<file path="src/sv/bplc_pkg.sv">
// ----------------------------------------------------------------------------
// bplc_pkg: shared types and constants for the button press length classifier
// Holds the event codes, the register indexes, the threshold bundle and the
// word widths used by the top level and the per-button cells.
// ----------------------------------------------------------------------------
package bplc_pkg;

    // Number of buttons sampled per word: mode, start, user.
    localparam int BUTTON_COUNT = 3;

    // Default width of the per-button hold counter.
    localparam int COUNT_BITS_DEFAULT = 16;

    // Width of the threshold registers.
    localparam int THRESH_BITS = 16;

    // Configuration port widths.
    localparam int CFG_INDEX_BITS = 1;
    localparam int CFG_DATA_BITS  = THRESH_BITS;

    // Stream word widths, padded to whole bytes.
    localparam int IN_TDATA_BITS  = 8;
    localparam int OUT_TDATA_BITS = 8;

    // Threshold reset values.
    localparam logic [THRESH_BITS-1:0] MIN_PRESS_RESET  = 16'd2;
    localparam logic [THRESH_BITS-1:0] LONG_PRESS_RESET = 16'd250;

    // Register indexes.
    typedef enum logic [CFG_INDEX_BITS-1:0] {
        REG_MIN_PRESS  = 1'b0,
        REG_LONG_PRESS = 1'b1
    } cfg_reg_t;

    // Per-button press event.
    typedef enum logic [1:0] {
        BTN_EVENT_NONE  = 2'd0,
        BTN_EVENT_SHORT = 2'd1,
        BTN_EVENT_LONG  = 2'd2
    } btn_event_t;

    // Threshold bundle handed to every button cell.
    typedef struct packed {
        logic [THRESH_BITS-1:0] min_press_ticks;
        logic [THRESH_BITS-1:0] long_press_ticks;
    } bplc_thresh_t;

endpackage

</file>
<file path="src/sv/bplc_button.sv">
// ----------------------------------------------------------------------------
// bplc_button: hold counter and release classifier for one button
// Keeps a saturating count of samples since the press and, on the sample
// that releases the button, grades the hold as none, short or long.
// ----------------------------------------------------------------------------
module bplc_button
    import bplc_pkg::*;
#(
    parameter int COUNT_BITS = COUNT_BITS_DEFAULT
)
(
    input  logic         clk,
    input  logic         rst_n,
    input  logic         advance,   // sample moves on; commit the count
    input  logic         was,       // level on the previous sample
    input  logic         is_now,    // level on this sample
    input  bplc_thresh_t thresh,
    output btn_event_t   btn_event
);

    // Compare width covers both the counter and the thresholds.
    localparam int CMP_BITS = (COUNT_BITS > THRESH_BITS) ? COUNT_BITS : THRESH_BITS;
    localparam logic [COUNT_BITS-1:0] COUNT_MAX = {COUNT_BITS{1'b1}};

    logic [COUNT_BITS-1:0] hold_ticks_reg;
    logic [COUNT_BITS-1:0] hold_ticks_next;
    logic [COUNT_BITS-1:0] hold_inc;
    logic [CMP_BITS-1:0]   len_ext;
    logic [CMP_BITS-1:0]   min_ext;
    logic [CMP_BITS-1:0]   long_ext;

    // Count up while held, stopping at the top value.
    always_comb
    begin
        if (was && (hold_ticks_reg != COUNT_MAX))
        begin
            hold_inc = hold_ticks_reg + 1'b1;
        end
        else
        begin
            hold_inc = hold_ticks_reg;
        end
    end

    // A fresh press restarts the count.
    always_comb
    begin
        if (is_now && !was)
        begin
            hold_ticks_next = '0;
        end
        else
        begin
            hold_ticks_next = hold_inc;
        end
    end

    assign len_ext  = CMP_BITS'(hold_inc);
    assign min_ext  = CMP_BITS'(thresh.min_press_ticks);
    assign long_ext = CMP_BITS'(thresh.long_press_ticks);

    // Grade the hold on release; the glitch test goes first.
    always_comb
    begin
        btn_event = BTN_EVENT_NONE;
        if (was && !is_now)
        begin
            if (len_ext < min_ext)
            begin
                btn_event = BTN_EVENT_NONE;
            end
            else if (len_ext < long_ext)
            begin
                btn_event = BTN_EVENT_SHORT;
            end
            else
            begin
                btn_event = BTN_EVENT_LONG;
            end
        end
    end

    // Hold counter.
    always_ff @(posedge clk or negedge rst_n)
    begin
        if (!rst_n)
        begin
            hold_ticks_reg <= '0;
        end
        else if (advance)
        begin
            hold_ticks_reg <= hold_ticks_next;
        end
    end

endmodule

</file>
<file path="src/sv/button_press_length_classifier.sv">
// ----------------------------------------------------------------------------
// button_press_length_classifier: short and long press detector
// Samples three button levels per word and reports, for each button, a
// short or long press on the word that releases it.
// ----------------------------------------------------------------------------
//
//  channel   direction  fields (lowest bit up)
//  s_*       in         tdata: button_bits[2:0], zero pad [7:3]
//  m_*       out        tdata: mode_event[1:0], start_event[3:2],
//                              user_event[5:4], zero pad [7:6]
//  cfg_*     in         index 0 min_press_ticks, index 1 long_press_ticks
//
//  One word is accepted per cycle while s_tready is high; its result is
//  valid on m_* once it has passed the input and result registers.
//  Button state is committed as a word moves from the input register to
//  the result register, so one result per accepted word, in order.
//  A stalled result holds; one more input word is still taken into the
//  input register while the result waits.
//  Reset clears levels, counters and valids and loads the default thresholds.
//
module button_press_length_classifier
    import bplc_pkg::*;
#(
    parameter int COUNT_BITS = COUNT_BITS_DEFAULT
)
(
    input  logic                      clk,
    input  logic                      rst_n,
    // button_bits[2:0], pad [7:3]
    input  logic [IN_TDATA_BITS-1:0]  s_tdata,
    input  logic                      s_tvalid,
    output logic                      s_tready,
    // mode_event[1:0], start_event[3:2], user_event[5:4], pad [7:6]
    output logic [OUT_TDATA_BITS-1:0] m_tdata,
    output logic                      m_tvalid,
    input  logic                      m_tready,
    input  logic                      cfg_we,
    input  logic [CFG_INDEX_BITS-1:0] cfg_index,
    input  logic [CFG_DATA_BITS-1:0]  cfg_data
);

    bplc_thresh_t            thresh_reg;
    logic                    in_valid_reg;
    logic [BUTTON_COUNT-1:0] in_bits_reg;
    logic [BUTTON_COUNT-1:0] last_pressed_reg;
    logic                    out_valid_reg;
    btn_event_t              out_event_reg [BUTTON_COUNT];
    btn_event_t              btn_event     [BUTTON_COUNT];
    logic                    advance;

    // The input word moves on whenever the result register is free.
    assign advance  = in_valid_reg && (!out_valid_reg || m_tready);
    assign s_tready = !in_valid_reg || advance;

    // Threshold registers.
    always_ff @(posedge clk or negedge rst_n)
    begin
        if (!rst_n)
        begin
            thresh_reg.min_press_ticks  <= MIN_PRESS_RESET;
            thresh_reg.long_press_ticks <= LONG_PRESS_RESET;
        end
        else if (cfg_we)
        begin
            case (cfg_reg_t'(cfg_index))
                REG_MIN_PRESS:  thresh_reg.min_press_ticks  <= cfg_data;
                REG_LONG_PRESS: thresh_reg.long_press_ticks <= cfg_data;
                default:        thresh_reg <= thresh_reg;
            endcase
        end
    end

    // Input register.
    always_ff @(posedge clk or negedge rst_n)
    begin
        if (!rst_n)
        begin
            in_valid_reg <= 1'b0;
        end
        else if (s_tready)
        begin
            in_valid_reg <= s_tvalid;
        end
    end

    always_ff @(posedge clk)
    begin
        if (s_tvalid && s_tready)
        begin
            in_bits_reg <= s_tdata[BUTTON_COUNT-1:0];
        end
    end

    // Previous levels, committed with the word.
    always_ff @(posedge clk or negedge rst_n)
    begin
        if (!rst_n)
        begin
            last_pressed_reg <= '0;
        end
        else if (advance)
        begin
            last_pressed_reg <= in_bits_reg;
        end
    end

    // One counter and classifier per button.
    for (genvar b = 0; b < BUTTON_COUNT; b++)
    begin : g_button
        bplc_button #(
            .COUNT_BITS (COUNT_BITS)
        ) u_button (
            .clk       (clk),
            .rst_n     (rst_n),
            .advance   (advance),
            .was       (last_pressed_reg[b]),
            .is_now    (in_bits_reg[b]),
            .thresh    (thresh_reg),
            .btn_event (btn_event[b])
        );
    end

    // Result register.
    always_ff @(posedge clk or negedge rst_n)
    begin
        if (!rst_n)
        begin
            out_valid_reg <= 1'b0;
        end
        else if (advance)
        begin
            out_valid_reg <= 1'b1;
        end
        else if (m_tready)
        begin
            out_valid_reg <= 1'b0;
        end
    end

    always_ff @(posedge clk)
    begin
        if (advance)
        begin
            out_event_reg <= btn_event;
        end
    end

    assign m_tvalid = out_valid_reg;
    assign m_tdata  = {2'b00, out_event_reg[2], out_event_reg[1], out_event_reg[0]};

endmodule

</file>
<file path="config.mk">
export PLATFORM = sky130hd
export DESIGN_NAME = button_press_length_classifier
export DESIGN_NICKNAME = d
export VERILOG_FILES = /design/src/sv/bplc_pkg.sv /design/src/sv/bplc_button.sv /design/src/sv/button_press_length_classifier.sv
export SDC_FILE = /design/constraint.sdc
export NUM_CORES = 1
export LEC_CHECK = 0
export ABC_AREA = 1
export ABC_CLOCK_PERIOD_IN_PS = 8270
export CORE_UTILIZATION = 30
export CTS_CLUSTER_SIZE = 25
export DETAILED_ROUTE_END_ITERATION = 16
export DONT_BUFFER_PORTS = 1
export PLACE_DENSITY = 0.48
export SLEW_MARGIN = 20
export SYNTH_ARGS = -nofsm -noshare
export SYNTH_HDL_FRONTEND = slang
export SYNTH_SLANG_ARGS = --single-unit
export TNS_END_PERCENT = 10
</file>
<file path="constraint.sdc">
create_clock -name clk -period 8.27 [get_ports clk]
set_input_delay 0.827 -clock clk [delete_from_list [all_inputs] [get_ports clk]]
set_output_delay 0.827 -clock clk [all_outputs]
set_load 0.05 [all_outputs]
</file>
; Word-level counts from Yosys, hierarchy flattened
; Cells that the tools add are included.
[word_totals]
elab_cells = 66
regBits = 94
inputBits = 30
[op_classes]
n_mux = 11
magnitude_cmp = 6
n_reduce_logical = 27
n_eq_ne = 3
bitwise = 4
n_addsub = 3
[op_table]
columns = operator, n
row1 = 16-bit less-than comparator, 6
row2 = 16-bit 2-to-1 mux, 6
row3 = "16-bit by 1-bit adder with 16-bit output, second input constant", 3
row4 = "16-bit inequality test, second input constant", 3
row5 = 1-bit logical AND, 11
row6 = 1-bit logical NOT, 8
row7 = 2-bit 2-to-1 mux, 3
row8 = 2-bit OR reduction, 3
row9 = 1-bit NOT, 4
row10 = 2-bit AND reduction, 2
row11 = 1-bit logical OR, 2
row12 = 1-bit 2-to-1 mux, 2
row13 = 2-bit nonzero test, 1

; Depth between registers and ports, before layout
[depth]
word_depth = 5
depth_mapped = 20
ltp_nobuf = 20

; Hierarchy
; A second synthesis with hierarchy kept.
[hier_totals]
cells_unflattened = 941
hier_area_um2 = 7269.5
[by_module_without_submodules]
columns = mod, n_inst, cells_each, seq_area_each_um2, area_per_inst_um2
row1 = bplc_button at g_button[2].u_button, 1, 260, 400.4, 1821.7
row2 = button_press_length_classifier, 1, 156, 1204.9, 1818.0
row3 = bplc_button at g_button[0].u_button, 1, 261, 400.4, 1815.5
row4 = bplc_button at g_button[1].u_button, 1, 264, 400.4, 1814.2

; Worst setup path after synthesis
; No wires, ideal clock.
[synth_timing]
path_kind = register to register
from = reg g_button[0].u_button.hold_ticks_reg[0]
to = reg out_event_reg, in the netlist m_tdata[1] (data pin)
stages_incl_launch_ff = 21
setup_ns = 0.255
path_slack_ns = 5.482
t_arrival_ns = 2.533
cell_sequence = dfrtp_1 -> ha_1 -> inv_1 -> nor2_2 -> nand2_1 -> o21ai_4 -> inv_4 -> nand2_2 -> nor2_2 -> nand2_4 -> nor2_2 -> xor2_1 -> inv_1 -> ha_1 -> nand2_1 -> nor2_1 -> a211oi_1 -> o221a_2 -> nand2_1 -> nand2_1 -> nor2_1
[synth_via]
elab_chain_cells = 5
[synth_lines]
columns = item, line
row1 = from (decl), bplc_button.sv:25  ; logic [COUNT_BITS-1:0] hold_ticks_reg;
row2 = from (signal assigned), bplc_button.sv:92  ; hold_ticks_reg <= hold_ticks_next;
row3 = branches (longest 2 deep; another with 16-bit by 1-bit adder with 16-bit output), --
row4 = 16-bit 2-to-1 mux *, bplc_button.sv:35  ; if (was && (hold_ticks_reg != COUNT_MAX))
row5 = 16-bit less-than comparator (on tied branches), "bplc_button.sv:72, bplc_button.sv:68"
row6 = 2-bit 2-to-1 mux / 2-bit OR reduction (equally long branches), --
row7 = to (signal assigned), button_press_length_classifier.sv:144  ; out_event_reg <= btn_event;
row8 = to (decl), button_press_length_classifier.sv:47  ; btn_event_t out_event_reg [BUTTON_COUNT];
; Mark *: on every way between the ends.
; A chain may end at the register's enable or synchronous reset.

; Worst setup path in the final report
[layout_timing]
from = reg g_button[1].u_button.hold_ticks_reg[0]
to = reg out_event_reg, in the netlist m_tdata[3] (data pin)
[layout_via]
elab_chain_cells = 5
[layout_lines]
columns = item, line
row1 = from (decl), bplc_button.sv:25
row2 = from (signal assigned), bplc_button.sv:92
row3 = branches (longest 2 deep; another with 16-bit by 1-bit adder with 16-bit output), --
row4 = 16-bit 2-to-1 mux *, bplc_button.sv:35
row5 = 16-bit less-than comparator (on tied branches), "bplc_button.sv:72, bplc_button.sv:68"
row6 = 2-bit 2-to-1 mux / 2-bit OR reduction (equally long branches), --
; Marks and branches as above.

==> impl_results.md <==
- # setup viols final: 0
- ANT nets after route: 0
- Syn Inst Count: ~880
- Share of cells above drive strength 1: 7.72%
- Vias in the first global route: 5321
- Final hold violation count: 0
- CP max FO: 5
- CP endpoint kind: flop
- CTS resizes: 0
- Clock power frac: 27.8%
- Slowest cell delay on critical path: 0.39 ns
- Reg-to-Reg Start: g_button[1].u_button.hold_ticks_reg[0]$_DFFE_PN0P_
- Crit path time final: 3.25 ns
- Starting Density: 30.5%
- Multi-input gate area: 3800 um^2
- Clock Pin Slew Worst Setup and Hold Paths: 0.08 ns
- Synth Cell Area: between 6000 and 7000 um^2
- Cell leakage power: 3.93 nW
- Clock buffer count from CTS: 9
- Filler cells: 2449
- Via count: 5384
- N_diodes: 0
- Initial antenna violation count: 0
- CTS tree: yes
- Switching share of power: 38.2%
- RSZ-0062 raised after global routing: no
- Final TNS setup: 0 ns
- R2R Path End: m_tdata[3]$_SDFFCE_PP0P_
- GR Overflow Total: 0
- Core Util, Final: approximately a third
- Clk buf depth: 2
- Largest register FFs: 48
- Reg2reg path depth: 19
- Tightest Pin Transition: 0.985 ns
- H-tree depth: 3
- GRT Total Usage: 15.6%
- Crit-path cells: ha_1 -> nand2_1 -> nor2_1 -> nand2_2 -> o21ai_4 -> inv_2 -> nand2_1 -> nor2_1 -> nand3_1 -> xor2_1 -> inv_1 -> ha_1 -> a21oi_1 -> nor2_1 -> a211oi_1 -> o221a_2 -> nand2_1 -> nand2_1 -> nor2_1
- Internal power: approximately 0.00088 W
- Placed Area: a little over 7000 um^2
- Mean Syn Cell Area: 7.86 um^2
- Slew Viols, Final: 0
- Combinational power share: 31.2%
- Wire per inst: 14.7 um
- Async SR Flop Fraction: between 90% and 100%
- Yosys reg bits: between 90 and 100
- DP Worst Slack: 5.04 ns
- Critical Path End: m_tdata[3]$_SDFFCE_PP0P_
- DRT iter0 DRCs: between 200 and 300
- Number of flops mapped to enable cells by yosys: 9
- Die width: 153 um
- Outcome: completed
- Via density: 4.62
- DRT Pass-1 Iters: 4
- Worst setup path startpoint: g_button[1].u_button.hold_ticks_reg[0]$_DFFE_PN0P_
- DIE AREA: ~24000 um^2
- CP required: 8.37 ns
- Worst skew pair latency: between 0.3 and 0.4 ns
- Number of remaining DRC errors: 0
- Synth cell types: 38
- Post-route cell area: 7480 um^2
- Postcts setup bufs: 0
- PnR worst setup slack: around 5.0 ns
- Leading cell type in the layout, fill and taps excluded: nand2_1
- Clock sinks: 94
- Buffers added on ports: 0
- Hold WS: approximately 0.16 ns
- Critical path data arrival time: roughly 3.4 ns
- Worst vdd ir: ~0.11 mV
- Core area: approximately 23000 um^2
- Commonest non-fill, non-tap cells in the layout: nand2_1 (205), inv_1 (157), ha_1 (93)
- Clock root buffer: clkbuf_16
- Reg2reg setup slack: 5.02 ns
- Area Growth Syn to Fin: 8.61%
- Routability cong.: 0.794
- Nets: 999
- Tcrit/Tclk final: 39.3%
- PwrDens: 191 nW/um^2
- Sequential area share after synthesis: 34.9%
- Achievable Freq: 307 MHz
- Final WL: 17100 um
- Rel. slew slack: 34.2%
- Worst Hold Class: input port to asynchronous set/reset pin
- Register Area: 2410 um^2
- Max cap viols: 0
- CP Launch Type: flop
- Critical-path top delay cell: dfrtp_1
- First-pass GRT wire length: 28500 um
- Seq pwr share: between 40% and 50%
- Final Skew: approximately 0.012 ns
- DPL Wire Length: around 13000 um
- IO Pins: 40
- Crit Path Class: flop to flop
- Hold-fix buffers, CTS: 0
- Die boundary height: between 150 and 200 um
- NetSw: roughly 0.00055 W
- Synth warn: 0
- Largest net degree at the start of global routing: 86
- Top FF cell, synth: dfrtp_1
- Rows: 55
## how the worst min path moves through the flow
| stage | depth (start not counted) | slack [ns] | from | to |
|---|---|---|---|---|
| 2_1_floorplan | 2 | 0.45 | thresh_reg[10]$_DFFE_PN0P_ | thresh_reg[10]$_DFFE_PN0P_ |
| 3_3_place_gp | 2 | 0.47 | thresh_reg[10]$_DFFE_PN0P_ | thresh_reg[10]$_DFFE_PN0P_ |
| 5_1_grt | 0 | 0.14 | rst_n | g_button[0].u_button.hold_ticks_reg[8]$_DFFE_PN0P_ |
| 3_5_place_dp | 2 | 0.47 | thresh_reg[28]$_DFFE_PN0P_ | thresh_reg[28]$_DFFE_PN0P_ |
| 4_1_cts | 0 | 0.15 | rst_n | thresh_reg[15]$_DFFE_PN0P_ |
| 6_report | 0 | 0.16 | rst_n | g_button[0].u_button.hold_ticks_reg[8]$_DFFE_PN0P_ |
## layer usage
| layer | vias to the layer above | track usage [%] | wire length, um |
|---|---|---|---|
| li1 | 2835 | - | - |
| met1 | 2492 | 21.2 | 8520 |
| met2 | 43 | 25.6 | 7980 |
| met3 | 14 | 2.20 | 297 |
| met4 | 0 | 5.19 | 312 |
| met5 | - | 0 | 0 |
## synthesized netlist by cell type, types with 2 or more instances
cell type	instances	area (um^2)
inv_2	5	18.8
dfstp_2	7	184
nand4_1	11	68.8
nand2_1	206	773
o21ai_4	3	48.8
inv_1	157	589
dfrtp_1	78	1950
nand3_2	2	20.0
clkbuf_1	13	48.8
nand2_2	11	68.8
o221a_2	3	33.8
nor4_1	2	12.5
ha_1	93	1160
xor2_2	2	32.5
a211oi_1	9	67.6
nor3_2	4	40.0
nor3_1	9	45.0
o21ai_0	52	260
nor2_1	43	161
o21ai_1	7	35.0
nor2_2	6	37.5
o22ai_1	29	181
a21oi_1	38	190
nor2_4	2	22.5
o21a_1	3	22.5
nand3_1	24	120
buf_4	2	15.0
edfxtp_1	9	270
xor2_1	37	324
## cell families (layout without fill, tap and decap cells)
group,Yosys count,count (layout),share of synthesized area [%]
XOR/XNOR,40,40,5.31
other,1,2,0.0545
flip-flops,94,94,34.9
AND/OR/NAND/NOR,324,324,20.6
AO/OA/AOI/OAI,145,145,12.3
adder cells (fa/ha/maj),93,93,16.9
buffers and inverters,179,183,9.90
## final cells by class
class	count	share of cell area [%]
multi-input cells	604	50.9
flip-flops and latches	94	32.2
inverters	163	8.21
well taps	285	4.77
clock buffers	11	3.11
clock inverters	5	0.468
repair buffers	4	0.402
## per-stage QoR
step	std cells	power (W)
after global routing	1166	0.00154
final	1166	0.00143
after floorplan	877	0.000921
after CTS	1166	0.00146
after detailed placement	1150	0.00105
after global placement	1150	0.00104
## critical path, delay by kind of cell (launching register included)
kind,cells,cell delay (ns)
compound gates,4,0.82
simple gates,10,0.80
fa+ha+maj,2,0.52
flops,1,0.39
buf+inv,2,0.23
xor+xnor,1,0.23
## power groups by stage
stage	Sequential (W)	Combinational, W	Clock, W
2_1_floorplan	0.000584	0.000337	0
3_3_place_gp	0.000596	0.000448	0
3_5_place_dp	0.000596	0.000454	0
4_1_cts	0.000588	0.000456	0.000412
5_1_grt	0.000595	0.000524	0.000425
6_report	0.000587	0.000446	0.000397
(Power assumes the default switching activity.)
